--- src/rtl/core/jsu_pkg.sv ---
// Shared types, constants and helper functions for the JSON string unescaper.
// Used by the decoder, the result queue, the top level and the checker.
package jsu_pkg;

    localparam int OFFSET_BITS = 16;
    localparam int OFF_W       = 16;

    typedef logic [OFFSET_BITS-1:0] pos_t;
    localparam pos_t POS_MAX = {OFFSET_BITS{1'b1}};

    typedef enum logic [3:0] {
        PH_IDLE     = 4'd0,
        PH_STR      = 4'd1,
        PH_ESC      = 4'd2,
        PH_HEX_HI   = 4'd3,
        PH_WANT_BSL = 4'd4,
        PH_WANT_U   = 4'd5,
        PH_HEX_LO   = 4'd6,
        PH_UTF8     = 4'd7,
        PH_SILENT   = 4'd8
    } phase_t;

    typedef enum logic [2:0] {
        ST_DATA   = 3'd0,
        ST_DONE   = 3'd1,
        ST_UNTERM = 3'd2,
        ST_ESC    = 3'd3,
        ST_UTF8   = 3'd4
    } status_t;

    localparam logic [7:0] CH_QUOTE = 8'h22;
    localparam logic [7:0] CH_BSL   = 8'h5C;
    localparam logic [7:0] CH_SLASH = 8'h2F;
    localparam logic [7:0] CH_B     = 8'h62;
    localparam logic [7:0] CH_F     = 8'h66;
    localparam logic [7:0] CH_N     = 8'h6E;
    localparam logic [7:0] CH_R     = 8'h72;
    localparam logic [7:0] CH_T     = 8'h74;
    localparam logic [7:0] CH_U     = 8'h75;

    localparam logic [15:0] HI_SURR_MIN = 16'hD800;
    localparam logic [15:0] HI_SURR_MAX = 16'hDBFF;
    localparam logic [15:0] LO_SURR_MIN = 16'hDC00;
    localparam logic [15:0] LO_SURR_MAX = 16'hDFFF;
    localparam logic [20:0] SUPP_BASE   = 21'h10000;

    // One group of results caused by a single input byte.
    typedef struct packed {
        logic [3:0][7:0] data;
        logic [1:0]      last_idx;
        status_t         status;
        logic [OFF_W-1:0] offset;
    } group_t;

    typedef struct packed {
        logic [3:0][7:0] data;
        logic [1:0]      last_idx;
    } utf8_enc_t;

    // Bit 4 set means the byte is not a hex digit.
    function automatic logic [4:0] hex_value(input logic [7:0] b);
        logic [4:0] v;
        v = 5'd16;
        if (b >= 8'h30 && b <= 8'h39) v = 5'(b - 8'h30);
        else if (b >= 8'h61 && b <= 8'h66) v = 5'(b - 8'h57);
        else if (b >= 8'h41 && b <= 8'h46) v = 5'(b - 8'h37);
        return v;
    endfunction

    // Sequence length for a lead byte; zero when it cannot start one.
    function automatic logic [2:0] lead_len(input logic [7:0] b);
        logic [2:0] n;
        n = 3'd0;
        if (b >= 8'hC2 && b <= 8'hDF) n = 3'd2;
        else if (b >= 8'hE0 && b <= 8'hEF) n = 3'd3;
        else if (b >= 8'hF0 && b <= 8'hF4) n = 3'd4;
        return n;
    endfunction

    // Bytes of the current raw sequence already held.
    function automatic logic [2:0] held_of(input logic [7:0] lead, input logic [1:0] rem);
        logic [2:0] len;
        logic [2:0] h;
        len = lead_len(lead);
        h   = (len > {1'b0, rem}) ? 3'(len - {1'b0, rem}) : 3'd1;
        return h;
    endfunction

    function automatic utf8_enc_t utf8_encode(input logic [20:0] cp);
        utf8_enc_t e;
        e.data     = '0;
        e.last_idx = 2'd0;
        if (cp <= 21'h7F) begin
            e.data[0] = cp[7:0];
        end
        else if (cp < 21'h800) begin
            e.data[0]  = {3'b110, cp[10:6]};
            e.data[1]  = {2'b10, cp[5:0]};
            e.last_idx = 2'd1;
        end
        else if (cp < 21'h10000) begin
            e.data[0]  = {4'b1110, cp[15:12]};
            e.data[1]  = {2'b10, cp[11:6]};
            e.data[2]  = {2'b10, cp[5:0]};
            e.last_idx = 2'd2;
        end
        else begin
            e.data[0]  = {5'b11110, cp[20:18]};
            e.data[1]  = {2'b10, cp[17:12]};
            e.data[2]  = {2'b10, cp[11:6]};
            e.data[3]  = {2'b10, cp[5:0]};
            e.last_idx = 2'd3;
        end
        return e;
    endfunction

endpackage

--- src/rtl/core/json_string_unescaper_core.sv ---
// Results of an accepted byte are registered in the result queue before they are offered.
// Throughput: one input byte per cycle while each byte yields at most one result and
// the receiver does not stall; a byte yielding k results holds the output for k beats,
// and a two-group queue lets input continue while a result waits. Reset (rst_n low, asynchronous) empties
// the queue and returns the decoder to awaiting an opening quote.
module json_string_unescaper_core
    import jsu_pkg::*;
(
    input  logic        clk,
    input  logic        rst_n,
    input  logic        s_tvalid,
    output logic        s_tready,
    input  logic [7:0]  s_tdata,   // [7:0] in_byte
    input  logic        s_tlast,   // last_byte
    output logic        m_tvalid,
    input  logic        m_tready,
    output logic [23:0] m_tdata,   // [7:0] out_byte, [23:8] error_offset
    output logic [2:0]  m_tuser,   // [2:0] status
    output logic        m_tlast    // last_of_run
);

    logic             take;
    logic             grp_valid;
    group_t           grp;
    logic             full;
    logic [7:0]       out_byte;
    status_t          out_status;
    logic [OFF_W-1:0] out_offset;

    assign s_tready = !full;
    assign take     = s_tvalid && s_tready;

    jsu_decode u_decode (
        .clk       (clk),
        .rst_n     (rst_n),
        .take      (take),
        .in_byte   (s_tdata),
        .in_last   (s_tlast),
        .grp_valid (grp_valid),
        .grp       (grp)
    );

    jsu_group_fifo u_fifo (
        .clk        (clk),
        .rst_n      (rst_n),
        .push       (grp_valid),
        .push_grp   (grp),
        .full       (full),
        .out_valid  (m_tvalid),
        .out_ready  (m_tready),
        .out_byte   (out_byte),
        .out_status (out_status),
        .out_last   (m_tlast),
        .out_offset (out_offset)
    );

    assign m_tdata = {out_offset, out_byte};
    assign m_tuser = out_status;

endmodule

--- src/rtl/core/jsu_decode.sv ---
// Byte decoder: holds the string parsing state and turns one accepted byte
// into a group of results in a single pass. Depends on jsu_pkg.
module jsu_decode
    import jsu_pkg::*;
(
    input  logic       clk,
    input  logic       rst_n,
    input  logic       take,
    input  logic [7:0] in_byte,
    input  logic       in_last,
    output logic       grp_valid,
    output group_t     grp
);

    phase_t      phase_reg, phase_step, phase_next;
    logic [23:0] hold_reg, hold_step, hold_next;
    logic [1:0]  rem_reg, rem_step, rem_next;
    logic [15:0] accum_reg, accum_step, accum_next;
    logic [1:0]  hex_cnt_reg, hex_cnt_step, hex_cnt_next;
    logic [9:0]  high_reg, high_step, high_next;
    pos_t        pos_reg, pos_next;

    pos_t        cur;
    pos_t        nxt;
    logic [4:0]  hex;
    logic        hex_bad;
    logic [15:0] accum_new;
    logic        is_hi;
    logic        is_lo;
    logic [7:0]  lead;
    logic [2:0]  held;
    logic [2:0]  held_end;
    logic [2:0]  b_len;
    logic [7:0]  cont_lo;
    logic [7:0]  cont_hi;
    logic        cont_ok;
    logic [20:0] cp_sel;
    utf8_enc_t   enc;

    logic        err;
    status_t     est;
    pos_t        eoff;
    logic        res_valid;

    assign cur       = pos_reg;
    assign nxt       = (pos_reg == POS_MAX) ? pos_reg : pos_reg + 1'b1;
    assign hex       = hex_value(in_byte);
    assign hex_bad   = hex[4];
    assign accum_new = {accum_reg[11:0], hex[3:0]};
    assign is_hi     = (accum_new >= HI_SURR_MIN) && (accum_new <= HI_SURR_MAX);
    assign is_lo     = (accum_new >= LO_SURR_MIN) && (accum_new <= LO_SURR_MAX);
    assign lead      = hold_reg[23:16];
    assign held      = held_of(lead, rem_reg);
    assign held_end  = held_of(hold_step[23:16], rem_step);
    assign b_len     = lead_len(in_byte);

    // The first continuation byte has narrower limits for a few lead bytes.
    always_comb
    begin
        cont_lo = 8'h80;
        cont_hi = 8'hBF;
        if (held == 3'd1) begin
            case (lead)
                8'hE0:   cont_lo = 8'hA0;
                8'hED:   cont_hi = 8'h9F;
                8'hF0:   cont_lo = 8'h90;
                8'hF4:   cont_hi = 8'h8F;
                default: cont_lo = 8'h80;
            endcase
        end
    end

    assign cont_ok = (in_byte >= cont_lo) && (in_byte <= cont_hi);

    assign cp_sel = (phase_reg == PH_HEX_LO)
                  ? SUPP_BASE + {1'b0, high_reg, accum_new[9:0]}
                  : {5'b0, accum_new};
    assign enc    = utf8_encode(cp_sel);

    // Error detection for the byte in hand.
    always_comb
    begin
        err  = 1'b0;
        est  = ST_DATA;
        eoff = '0;
        case (phase_reg)
            PH_IDLE:
            begin
                if (in_byte != CH_QUOTE) begin
                    err = 1'b1;
                    est = ST_UNTERM;
                end
            end
            PH_STR:
            begin
                if (in_byte < 8'h20) begin
                    err  = 1'b1;
                    est  = ST_UNTERM;
                    eoff = cur;
                end
                else if (in_byte >= 8'h80 && b_len == 3'd0) begin
                    err  = 1'b1;
                    est  = ST_UTF8;
                    eoff = cur;
                end
            end
            PH_ESC:
            begin
                case (in_byte)
                    CH_QUOTE, CH_BSL, CH_SLASH, CH_B, CH_F, CH_N, CH_R, CH_T, CH_U:
                        err = 1'b0;
                    default:
                    begin
                        err  = 1'b1;
                        est  = ST_ESC;
                        eoff = nxt;
                    end
                endcase
            end
            PH_HEX_HI, PH_HEX_LO:
            begin
                if (hex_bad) begin
                    err  = 1'b1;
                    est  = ST_ESC;
                    eoff = cur;
                end
                else if (hex_cnt_reg == 2'd3) begin
                    if ((phase_reg == PH_HEX_HI && is_lo) ||
                        (phase_reg == PH_HEX_LO && !is_lo)) begin
                        err  = 1'b1;
                        est  = ST_ESC;
                        eoff = nxt;
                    end
                end
            end
            PH_WANT_BSL:
            begin
                if (in_byte != CH_BSL) begin
                    err  = 1'b1;
                    est  = ST_ESC;
                    eoff = cur;
                end
            end
            PH_WANT_U:
            begin
                if (in_byte != CH_U) begin
                    err  = 1'b1;
                    est  = ST_ESC;
                    eoff = cur;
                end
            end
            PH_UTF8:
            begin
                if (!cont_ok) begin
                    err  = 1'b1;
                    est  = ST_UTF8;
                    eoff = (cur >= pos_t'(held)) ? cur - pos_t'(held) : '0;
                end
            end
            default:
                err = 1'b0;
        endcase
    end

    // Next state before the end-of-buffer reset is applied.
    always_comb
    begin
        phase_step   = phase_reg;
        hold_step    = hold_reg;
        rem_step     = rem_reg;
        accum_step   = accum_reg;
        hex_cnt_step = hex_cnt_reg;
        high_step    = high_reg;
        case (phase_reg)
            PH_IDLE:
            begin
                if (in_byte == CH_QUOTE) phase_step = PH_STR;
            end
            PH_STR:
            begin
                if (in_byte == CH_QUOTE) begin
                    phase_step = PH_SILENT;
                end
                else if (in_byte == CH_BSL) begin
                    phase_step = PH_ESC;
                end
                else if (in_byte >= 8'h80 && b_len != 3'd0) begin
                    hold_step  = {in_byte, 16'h0000};
                    rem_step   = 2'(b_len - 3'd1);
                    phase_step = PH_UTF8;
                end
            end
            PH_ESC:
            begin
                phase_step = PH_STR;
                if (in_byte == CH_U) begin
                    phase_step   = PH_HEX_HI;
                    hex_cnt_step = 2'd0;
                    accum_step   = 16'h0000;
                end
            end
            PH_HEX_HI, PH_HEX_LO:
            begin
                if (!hex_bad) begin
                    accum_step = accum_new;
                    if (hex_cnt_reg != 2'd3) begin
                        hex_cnt_step = hex_cnt_reg + 2'd1;
                    end
                    else begin
                        hex_cnt_step = 2'd0;
                        if (phase_reg == PH_HEX_HI) begin
                            if (is_hi) begin
                                high_step  = accum_new[9:0];
                                phase_step = PH_WANT_BSL;
                            end
                            else if (!is_lo) begin
                                phase_step = PH_STR;
                            end
                        end
                        else if (is_lo) begin
                            phase_step = PH_STR;
                        end
                    end
                end
            end
            PH_WANT_BSL:
            begin
                if (in_byte == CH_BSL) phase_step = PH_WANT_U;
            end
            PH_WANT_U:
            begin
                if (in_byte == CH_U) begin
                    phase_step   = PH_HEX_LO;
                    hex_cnt_step = 2'd0;
                    accum_step   = 16'h0000;
                end
            end
            PH_UTF8:
            begin
                if (cont_ok) begin
                    if (rem_reg <= 2'd1) begin
                        rem_step   = 2'd0;
                        phase_step = PH_STR;
                    end
                    else begin
                        if (held == 3'd1) hold_step[15:8] = in_byte;
                        else hold_step[7:0] = in_byte;
                        rem_step = rem_reg - 2'd1;
                    end
                end
            end
            default:
                phase_step = phase_reg;
        endcase
        if (err) phase_step = PH_SILENT;
    end

    // The final byte of a buffer returns everything to the reset state.
    always_comb
    begin
        if (in_last) begin
            phase_next   = PH_IDLE;
            hold_next    = '0;
            rem_next     = '0;
            accum_next   = '0;
            hex_cnt_next = '0;
            high_next    = '0;
            pos_next     = '0;
        end
        else begin
            phase_next   = phase_step;
            hold_next    = hold_step;
            rem_next     = rem_step;
            accum_next   = accum_step;
            hex_cnt_next = hex_cnt_step;
            high_next    = high_step;
            pos_next     = nxt;
        end
    end

    // Results for the byte in hand.
    always_comb
    begin
        res_valid    = 1'b0;
        grp.data     = '0;
        grp.last_idx = 2'd0;
        grp.status   = ST_DATA;
        grp.offset   = '0;
        case (phase_reg)
            PH_STR:
            begin
                if (in_byte == CH_QUOTE) begin
                    res_valid  = 1'b1;
                    grp.status = ST_DONE;
                end
                else if (in_byte != CH_BSL && in_byte >= 8'h20 && in_byte < 8'h80) begin
                    res_valid   = 1'b1;
                    grp.data[0] = in_byte;
                end
            end
            PH_ESC:
            begin
                res_valid = 1'b1;
                case (in_byte)
                    CH_QUOTE, CH_BSL, CH_SLASH: grp.data[0] = in_byte;
                    CH_B:    grp.data[0] = 8'h08;
                    CH_F:    grp.data[0] = 8'h0C;
                    CH_N:    grp.data[0] = 8'h0A;
                    CH_R:    grp.data[0] = 8'h0D;
                    CH_T:    grp.data[0] = 8'h09;
                    default: res_valid   = 1'b0;
                endcase
            end
            PH_HEX_HI, PH_HEX_LO:
            begin
                if (!hex_bad && hex_cnt_reg == 2'd3 &&
                    ((phase_reg == PH_HEX_HI && !is_hi && !is_lo) ||
                     (phase_reg == PH_HEX_LO && is_lo))) begin
                    res_valid    = 1'b1;
                    grp.data     = enc.data;
                    grp.last_idx = enc.last_idx;
                end
            end
            PH_UTF8:
            begin
                if (cont_ok && rem_reg <= 2'd1) begin
                    res_valid    = 1'b1;
                    grp.data[0]  = lead;
                    grp.data[1]  = (held >= 3'd2) ? hold_reg[15:8] : in_byte;
                    grp.data[2]  = (held >= 3'd3) ? hold_reg[7:0] : in_byte;
                    grp.data[3]  = in_byte;
                    grp.last_idx = held[1:0];
                end
            end
            default:
                res_valid = 1'b0;
        endcase

        if (err) begin
            res_valid    = 1'b1;
            grp.data     = '0;
            grp.last_idx = 2'd0;
            grp.status   = est;
            grp.offset   = OFF_W'(eoff);
        end
        else if (in_last && phase_step != PH_IDLE && phase_step != PH_SILENT) begin
            // Buffer ended inside the string: one error replaces any data.
            res_valid    = 1'b1;
            grp.data     = '0;
            grp.last_idx = 2'd0;
            if (phase_step == PH_UTF8) begin
                grp.status = ST_UTF8;
                grp.offset = OFF_W'((nxt >= pos_t'(held_end)) ? nxt - pos_t'(held_end) : '0);
            end
            else if (phase_step == PH_STR || phase_step == PH_ESC) begin
                grp.status = ST_UNTERM;
                grp.offset = OFF_W'(nxt);
            end
            else begin
                grp.status = ST_ESC;
                grp.offset = OFF_W'(nxt);
            end
        end
    end

    assign grp_valid = take && res_valid;

    always_ff @(posedge clk or negedge rst_n)
    begin
        if (!rst_n) begin
            phase_reg   <= PH_IDLE;
            hold_reg    <= '0;
            rem_reg     <= '0;
            accum_reg   <= '0;
            hex_cnt_reg <= '0;
            high_reg    <= '0;
            pos_reg     <= '0;
        end
        else if (take) begin
            phase_reg   <= phase_next;
            hold_reg    <= hold_next;
            rem_reg     <= rem_next;
            accum_reg   <= accum_next;
            hex_cnt_reg <= hex_cnt_next;
            high_reg    <= high_next;
            pos_reg     <= pos_next;
        end
    end

endmodule

--- src/rtl/core/jsu_group_fifo.sv ---
// Two-entry queue of result groups with a serialiser that sends one beat
// per result of the group at its head. Depends on jsu_pkg.
module jsu_group_fifo
    import jsu_pkg::*;
(
    input  logic             clk,
    input  logic             rst_n,
    input  logic             push,
    input  group_t           push_grp,
    output logic             full,
    output logic             out_valid,
    input  logic             out_ready,
    output logic [7:0]       out_byte,
    output status_t          out_status,
    output logic             out_last,
    output logic [OFF_W-1:0] out_offset
);

    group_t     mem [2];
    logic       wr_ptr_reg, wr_ptr_next;
    logic       rd_ptr_reg, rd_ptr_next;
    logic [1:0] count_reg, count_next;
    logic [1:0] idx_reg, idx_next;
    group_t     head;
    logic       beat;
    logic       pop;

    assign head       = mem[rd_ptr_reg];
    assign full       = (count_reg == 2'd2);
    assign out_valid  = (count_reg != 2'd0);
    assign out_byte   = head.data[idx_reg];
    assign out_status = head.status;
    assign out_last   = (idx_reg == head.last_idx);
    assign out_offset = head.offset;

    assign beat = out_valid && out_ready;
    assign pop  = beat && out_last;

    always_comb
    begin
        wr_ptr_next = push ? ~wr_ptr_reg : wr_ptr_reg;
        rd_ptr_next = pop ? ~rd_ptr_reg : rd_ptr_reg;
        count_next  = count_reg + {1'b0, push} - {1'b0, pop};
        if (pop) idx_next = 2'd0;
        else if (beat) idx_next = idx_reg + 2'd1;
        else idx_next = idx_reg;
    end

    always_ff @(posedge clk)
    begin
        if (push) mem[wr_ptr_reg] <= push_grp;
    end

    always_ff @(posedge clk or negedge rst_n)
    begin
        if (!rst_n) begin
            wr_ptr_reg <= 1'b0;
            rd_ptr_reg <= 1'b0;
            count_reg  <= 2'd0;
            idx_reg    <= 2'd0;
        end
        else begin
            wr_ptr_reg <= wr_ptr_next;
            rd_ptr_reg <= rd_ptr_next;
            count_reg  <= count_next;
            idx_reg    <= idx_next;
        end
    end

endmodule

--- config.mk ---
export PLATFORM = sky130hd
export DESIGN_NAME = json_string_unescaper_core
export DESIGN_NICKNAME = d
export VERILOG_FILES = /design/src/rtl/core/jsu_pkg.sv /design/src/rtl/core/json_string_unescaper_core.sv /design/src/rtl/core/jsu_decode.sv /design/src/rtl/core/jsu_group_fifo.sv
export SDC_FILE = /design/constraint.sdc
export NUM_CORES = 1
export LEC_CHECK = 0
export BUFFER_PORTS_ARGS = -buffer_cell sky130_fd_sc_hd__buf_2
export CORE_MARGIN = 2
export CORE_UTILIZATION = 40
export DETAILED_ROUTE_END_ITERATION = 7
export GPL_TIMING_DRIVEN = 0
export PLACE_DENSITY = 0.65
export SLEW_MARGIN = 20
export SYNTH_ARGS = -nofsm -noshare
export SYNTH_HDL_FRONTEND = slang
export SYNTH_SLANG_ARGS = --single-unit
--- constraint.sdc ---
create_clock -name clk -period 8.6 [get_ports clk]
set_input_delay 1.29 -clock clk [delete_from_list [all_inputs] [get_ports clk]]
set_output_delay 1.29 -clock clk [all_outputs]
set_load 0.01 [all_outputs]
==> out/summary.txt, run 1 <==
CTS tree - built
Pwr Total - 3360 uW
WL final - 34.0 mm
CP endpoint kind - flop
Worst skew pair latency - 0.44 ns
Max-Cap Viols - 0
Initial Util - 0.409
Vias in the first global route - 9,213
Ant diodes - 0
DR WL/cell - 21.3 um
Mapped Cells - 1,144
Post-synth top area share - 0.279
Hold Path Stages - 2
RSZ-0062 raised after global routing - no
Outcome - finished, violations left
Seq/Total Area, Yosys - 0.445
Clk buf depth - 2
Largest register FFs - 106
Routed Antenna Nets - 0
Crit-path max FO - 6
Top Ports - 43
FFs w/ async S/R, synth - 0.418
Overflow after GRT - 0
Startpoint Class - flop
Port-buffer cells - 41
DP HPWL - 25.6 mm
EDFF count, synth - 106
Share of layout cells above drive strength 1 - 0.146
Yosys reg bits - 182
Placer congestion estimate - 0.920
Top cells by area, synth - edfxtp_1 (28%), dfrtp_1 (17%), mux2_2 (4.3%), nand2_1 (4.2%), o21ai_0 (3.6%)
Post-synth cell types - 90
PwrDens - 263 nW/um2
Critical path data arrival time - 8.18 ns
Residual DRC - 1
Failing checks - DRC
Max-slew violations - 0
Synth warn - 0
Root buffer cell - clkbuf_16
Hold Violations, Final - 0
Setup TNS Final - 0 ns
Clk slew on worst S/H paths - 0.07 ns
Final period util - 0.939
Area Growth Syn to Fin - 11.9%
Drt first pass iters - 8
Final hold slack - 0.493 ns
TritonCTS Buffers - 17
Die height - 173 um
Fmax - 124 MHz
Flop-to-flop setup slack - 0.52 ns
Crit Path Category - reg -> reg
Core area - 27,900 um2
R2R depth - 28
Tmin final - 8.08 ns
Std cell rows - 61
Largest area contributor in the netlist - edfxtp_1
Crit-path slowest cell - or4b_2
LEAKAGE - 0.00469 uW
Worst EP required - 8.71 ns
Die area - 29,900 um2
CP max stage delay - 0.67 ns
Max VDD drop - 0.143 mV
Mapped cell area - 11,400 um2
First-pass GRT wire length - 53.7 mm
Initial antenna violation count - 0
Gr usage total - 0.229
Nets@finish - 1,248
Relative slew margins - 0.316
Drt initial violations - 1,051
Tightest Hold Check Type - reg -> reg
Clock skew - 0.0134 ns
Top FF cell, synth - edfxtp_1
Clock Sink Count - 182
Final setup viols - 0
# H-tree levels - 4
Worst Tran Pin Value - 1.02 ns
Largest net degree at the start of global routing - 54
Die span in x - 173 um
Vias per cell - 6.02
Post-CTS setup buffers - 0
Via count - 9,626
Syn_area_per_cell - 9.99 um2
==> where the power goes <==
group          leakage, uW  switching (uW)  internal, uW
clock             0.000283             354           435
sequential         0.00204            72.4          1140
combinational      0.00236             832           531
total              0.00469            1260          2100
==> layout make-up <==
| class | count | area [um2] |
|---|---|---|
| fill | 2657 | 15200 |
| multi-input combinational | 865 | 5970 |
| sequential | 182 | 5080 |
| tap | 378 | 473 |
| clock buffer | 20 | 437 |
| buffer | 70 | 285 |
| timing repair buffer | 44 | 283 |
| clock inverter | 12 | 144 |
| inverter | 28 | 105 |
==> worst paths after layout <==
| check | start | to |
|---|---|---|
| max | u_decode.hold_reg[18] | u_fifo.mem[0][5] |
| min | u_decode.hex_cnt_reg[1] | u_decode.hex_cnt_reg[1] |
| max reg2reg | u_decode.hold_reg[18] | u_fifo.mem[0][5] |
| min reg2reg | u_decode.hex_cnt_reg[1] | u_decode.hex_cnt_reg[1] |
| max in group asynchronous | rst_n | u_decode.hold_reg[6] |
| min in group asynchronous | rst_n | u_decode.accum_reg[6] |
==> cells by family (layout without fill, tap and decap cells) <==
logic type / count (synthesis) / after routing / share of synthesized area
AOI/OAI and AO/OA: 315 / 315 / 0.182
and+or+nand+nor: 404 / 404 / 0.181
buffers and inverters: 98 / 174 / 0.0342
adders and majority gates: 27 / 27 / 0.0322
muxes: 92 / 92 / 0.106
DFF: 182 / 182 / 0.445
other: 1 / 2 / 0.000328
xor gates and xnor gates: 25 / 25 / 0.0192
==> cells in the final DEF (no fill, tap or decap), types with 9 or more instances in the layout <==
master / instances
mux2_2: 44
a21o_1: 11
clkbuf_1: 60
clkbuf_16: 17
dfrtp_1: 76
o22ai_1: 11
edfxtp_1: 106
o211ai_1: 13
nor2b_1: 13
a31oi_1: 10
a22o_1: 17
nand2_1: 127
nand2b_1: 11
a22oi_1: 17
and2_1: 9
ha_1: 23
mux4_2: 16
a21oi_1: 73
xnor2_1: 17
o21ai_0: 82
buf_2: 49
mux2i_1: 25
nand4_1: 16
o21a_1: 9
or3_1: 13
nor3_1: 38
nor4_1: 15
inv_1: 28
nand3_1: 32
nor2_1: 71
==> layer usage <==
layer,up-vias,GRT usage,wire (um)
li1,4473,-,-
met1,4733,0.329,15600
met2,364,0.353,15300
met3,56,0.0317,2140
met4,0,0.0840,934
met5,-,0,0
==> per-stage QoR <==
| stage | worst slack (ns) | instances | instance area (um2) | utilization |
|---|---|---|---|---|
| detailed placement | 0.452 | 1567 | 12200 | 0.436 |
| global placement | -0.987 | 1564 | 12100 | 0.433 |
| finish | 0.524 | 1599 | 12800 | 0.458 |
| floorplan | 1.47 | 1145 | 11400 | - |
| global route | 0.125 | 1599 | 12800 | 0.458 |
| CTS | 0.423 | 1599 | 12800 | 0.457 |
==> timing repair <==
action | 4_1_cts | 5_1_grt
resized for setup | 0 | 2
hold buffers | 0 | 0
setup endpoints to repair | 0 | 18
==> worst max-delay path, delay by kind of cell (launching register included) <==
family / cells / cell delay [ns]
AND/OR/NAND/NOR: 10 / 2.83
AO/OA/AOI/OAI: 12 / 2.72
adder cells (fa/ha/maj): 5 / 1.72
flip-flops: 1 / 0.44
buffers and inverters: 1 / 0.06
==> cell usage after synthesis, types with 11 or more instances <==
master,n
a21oi_1,73
nor3_1,39
o211ai_1,13
nor4_1,15
dfrtp_1,76
a22oi_1,17
inv_1,28
a22o_1,17
nand4_1,16
ha_1,23
nand2_1,127
clkbuf_1,57
edfxtp_1,106
nor2_1,72
nor2b_1,14
o22ai_1,11
mux2_2,44
xnor2_1,17
o21ai_0,83
a21o_1,11
nand3_1,32
mux2i_1,25
or3_1,13
mux4_2,16
nand2b_1,11
No activity file was read; power rests on OpenSTA's default activity.
==> run 2: changes to the inputs <==
- CORE_UTILIZATION: 40 -> 45
- PLACE_DENSITY: 0.65 -> 0.7
==> run 2 against run 1 <==
Net effect: the run now ends clean; clock skew hardly changed; non-clock buffer count stayed put; combinational power hardly changed; wire length is 0.55% higher; maximum frequency is 1.5% lower; largest cell class unchanged; via count is 2.2% higher; final cell count is 3.0% lower; total power is 0.17% higher; die area is 11% lower; clock power is 0.5% lower; sequential share of layout area is 0.12 points higher; critical path depth stayed put.
==> out/summary.txt, run 2 (synthesis gave the netlist of run 1 again) <==
Fillers - 2,268 (-15%)
Final std cells w/o fill - 1,551 (-3.0%)
Pwr Total - 3370 uW (+0.17%)
First-pass GRT wire length - 53.6 mm (-0.25%)
Tmin final - 8.20 ns (+0.126 ns)
Residual DRC - 0 (-1)
Root buffer cell - clkbuf_16
Crit-path slowest cell - or4b_2
RSZ-0062 raised after global routing - no
CP max stage delay - 0.68 ns (about the same)
Worst EP required - 8.70 ns (about the same)
Tightest Hold Check Type - reg -> reg
Clock skew - 0.0136 ns (+0.000230 ns)
Hold Violations, Final - 0 (unchanged)
Core area - 25,000 um2 (-10%)
DP HPWL - 25.5 mm (-0.59%)
LEAKAGE - 0.00470 uW (+0.17%)
Initial antenna violation count - 0 (unchanged)
Via count - 9,833 (+2.2%)
Startpoint Class - flop
Sequential cell area - 5080 um2 (unchanged)
PwrDens - 264 nW/um2 (+0.48%)
CP endpoint kind - flop
Worst skew pair latency - 0.44 ns (about the same)
CTS tree - built
Fin area - 12,700 um2 (-0.31%)
Post-CTS setup buffers - 0 (unchanged)
Crit-path max FO - 6 (unchanged)
Multi-input gate area - 5970 um2 (unchanged)
Die area - 26,700 um2 (-11%)
Clk buf depth - 2 (unchanged)
Setup TNS Final - 0 ns (unchanged)
Most used cell, CP - o21ai_0
Die height - 163 um (-5.6%)
Max VDD drop - 0.186 mV (+30%)
Ant diodes - 0 (unchanged)
Drt initial violations - 1,279 (+22%)
WL final - 34.2 mm (+0.55%)
Fmax - 122 MHz (-1.5%)
Placer congestion estimate - 0.923 (+0.32%)
Final setup viols - 0 (unchanged)
Port-buffer cells - 41 (unchanged)
Max-slew violations - 0 (unchanged)
Drt first pass iters - 5 (-3)
Overflow after GRT - 0 (unchanged)
Largest net degree at the start of global routing - 54 (unchanged)
Initial Util - 0.456 (+0.0473)
Crit Path Category - reg -> reg
Largest register FFs - 106 (unchanged)
Die span in x - 163 um (-5.6%)
# H-tree levels - 4 (unchanged)
Outcome - finished, final reports clean
Final period util - 0.954 (+0.0146)
Vias per cell - 6.34 (+5.3%)
Post-layout util - 0.509 (+0.0514)
Placed cell count - 1,519 (-3.1%)
Most frequent cells in the layout - nand2_1 (127), edfxtp_1 (106), o21ai_0 (83)
DR WL/cell - 22.0 um (+3.7%)
Placed inst area - 12,100 um2 (-0.43%)
Gr usage total - 0.262 (+0.0330)
Area Growth Syn to Fin - 11.5%
Worst Tran Pin Value - 1.08 ns (+0.0529 ns)
TritonCTS Buffers - 17 (unchanged)
Nets@finish - 1,248 (unchanged)
Relative slew margins - 0.276 (-0.0401)
Share of layout cells above drive strength 1 - 0.148 (+0.00246)
Critical path data arrival time - 8.31 ns (+0.13 ns)
Routed Antenna Nets - 0 (unchanged)
Top Ports - 43 (unchanged)
Clk slew on worst S/H paths - 0.08 ns (about the same)
Leading cell type in the layout, fill and taps excluded - nand2_1
Std cell rows - 58 (-4.9%)
Clock Sink Count - 182 (unchanged)
Max-Cap Viols - 0 (unchanged)
Vias in the first global route - 9,349 (+1.5%)
[run 2: cell types whose count changed in the layout (fill, tap and decap cells not counted), moves of 2 or more]
cell,change
clkinv_8,+3
inv_8,+2
clkinv_2,-2
clkbuf_1,-3
bufinv_16,-2
[run 2: metal layers]
metal,vias to the layer above,share of wire,track usage
met2,454,0.46,0.417
met5,-,0,0
met1,4849,0.44,0.373
met3,48,0.079,0.0399
met4,0,0.022,0.0728
li1,4482,-,-
[run 2: stage by stage]
stage,hold slack [ns],setup slack [ns]
floorplan,0.444,1.47
global placement,0.461,-0.904
detailed placement,0.475,0.527
CTS,0.492,0.519
global route,0.516,0.00829
finish,0.493,0.398
[run 2: final timing paths]
kind,endpoint,cells after the start,slack [ns],startpoint
setup / recovery,u_fifo.mem[0][14],28,0.40,u_decode.hold_reg[18]
hold / removal,u_decode.high_reg[4],2,0.49,u_decode.high_reg[4]
setup reg to reg,u_fifo.mem[0][14],28,0.40,u_decode.hold_reg[18]
hold reg to reg,u_decode.high_reg[4],2,0.49,u_decode.high_reg[4]
max in group asynchronous,u_decode.hold_reg[22],2,7.20,rst_n
min in group asynchronous,u_decode.accum_reg[11],1,0.79,rst_n
[run 2: worst max-delay path: cells and delay by family (launching register included)]
family	cells	cell delay [ns]
flops	1	0.44
buf+inv	1	0.06
simple gates	10	2.86
fa+ha+maj	5	1.72
compound gates	12	2.79
[run 2: area by class of cell]
class | instances | share of cell area
multi-input cells | 865 | 0.469
clock inverters | 14 | 0.0121
inverters | 28 | 0.00825
plain buffers | 70 | 0.0224
flip-flops and latches | 182 | 0.399
repair buffers | 44 | 0.0228
clock buffers | 18 | 0.0345
well taps | 330 | 0.0324
[run 2: timing repair]
action | in CTS | in global routing
endpoints found under the setup margin | 0 | 4
gates resized for setup | 0 | 1
hold buffers | 0 | 0
[run 2: report_power, final]
group          internal [uW]  leakage [uW]  switching [uW]  total [uW]
clock                    397      0.000288             388         785
sequential              1140       0.00204            78.6        1220
combinational            535       0.00237             831        1370
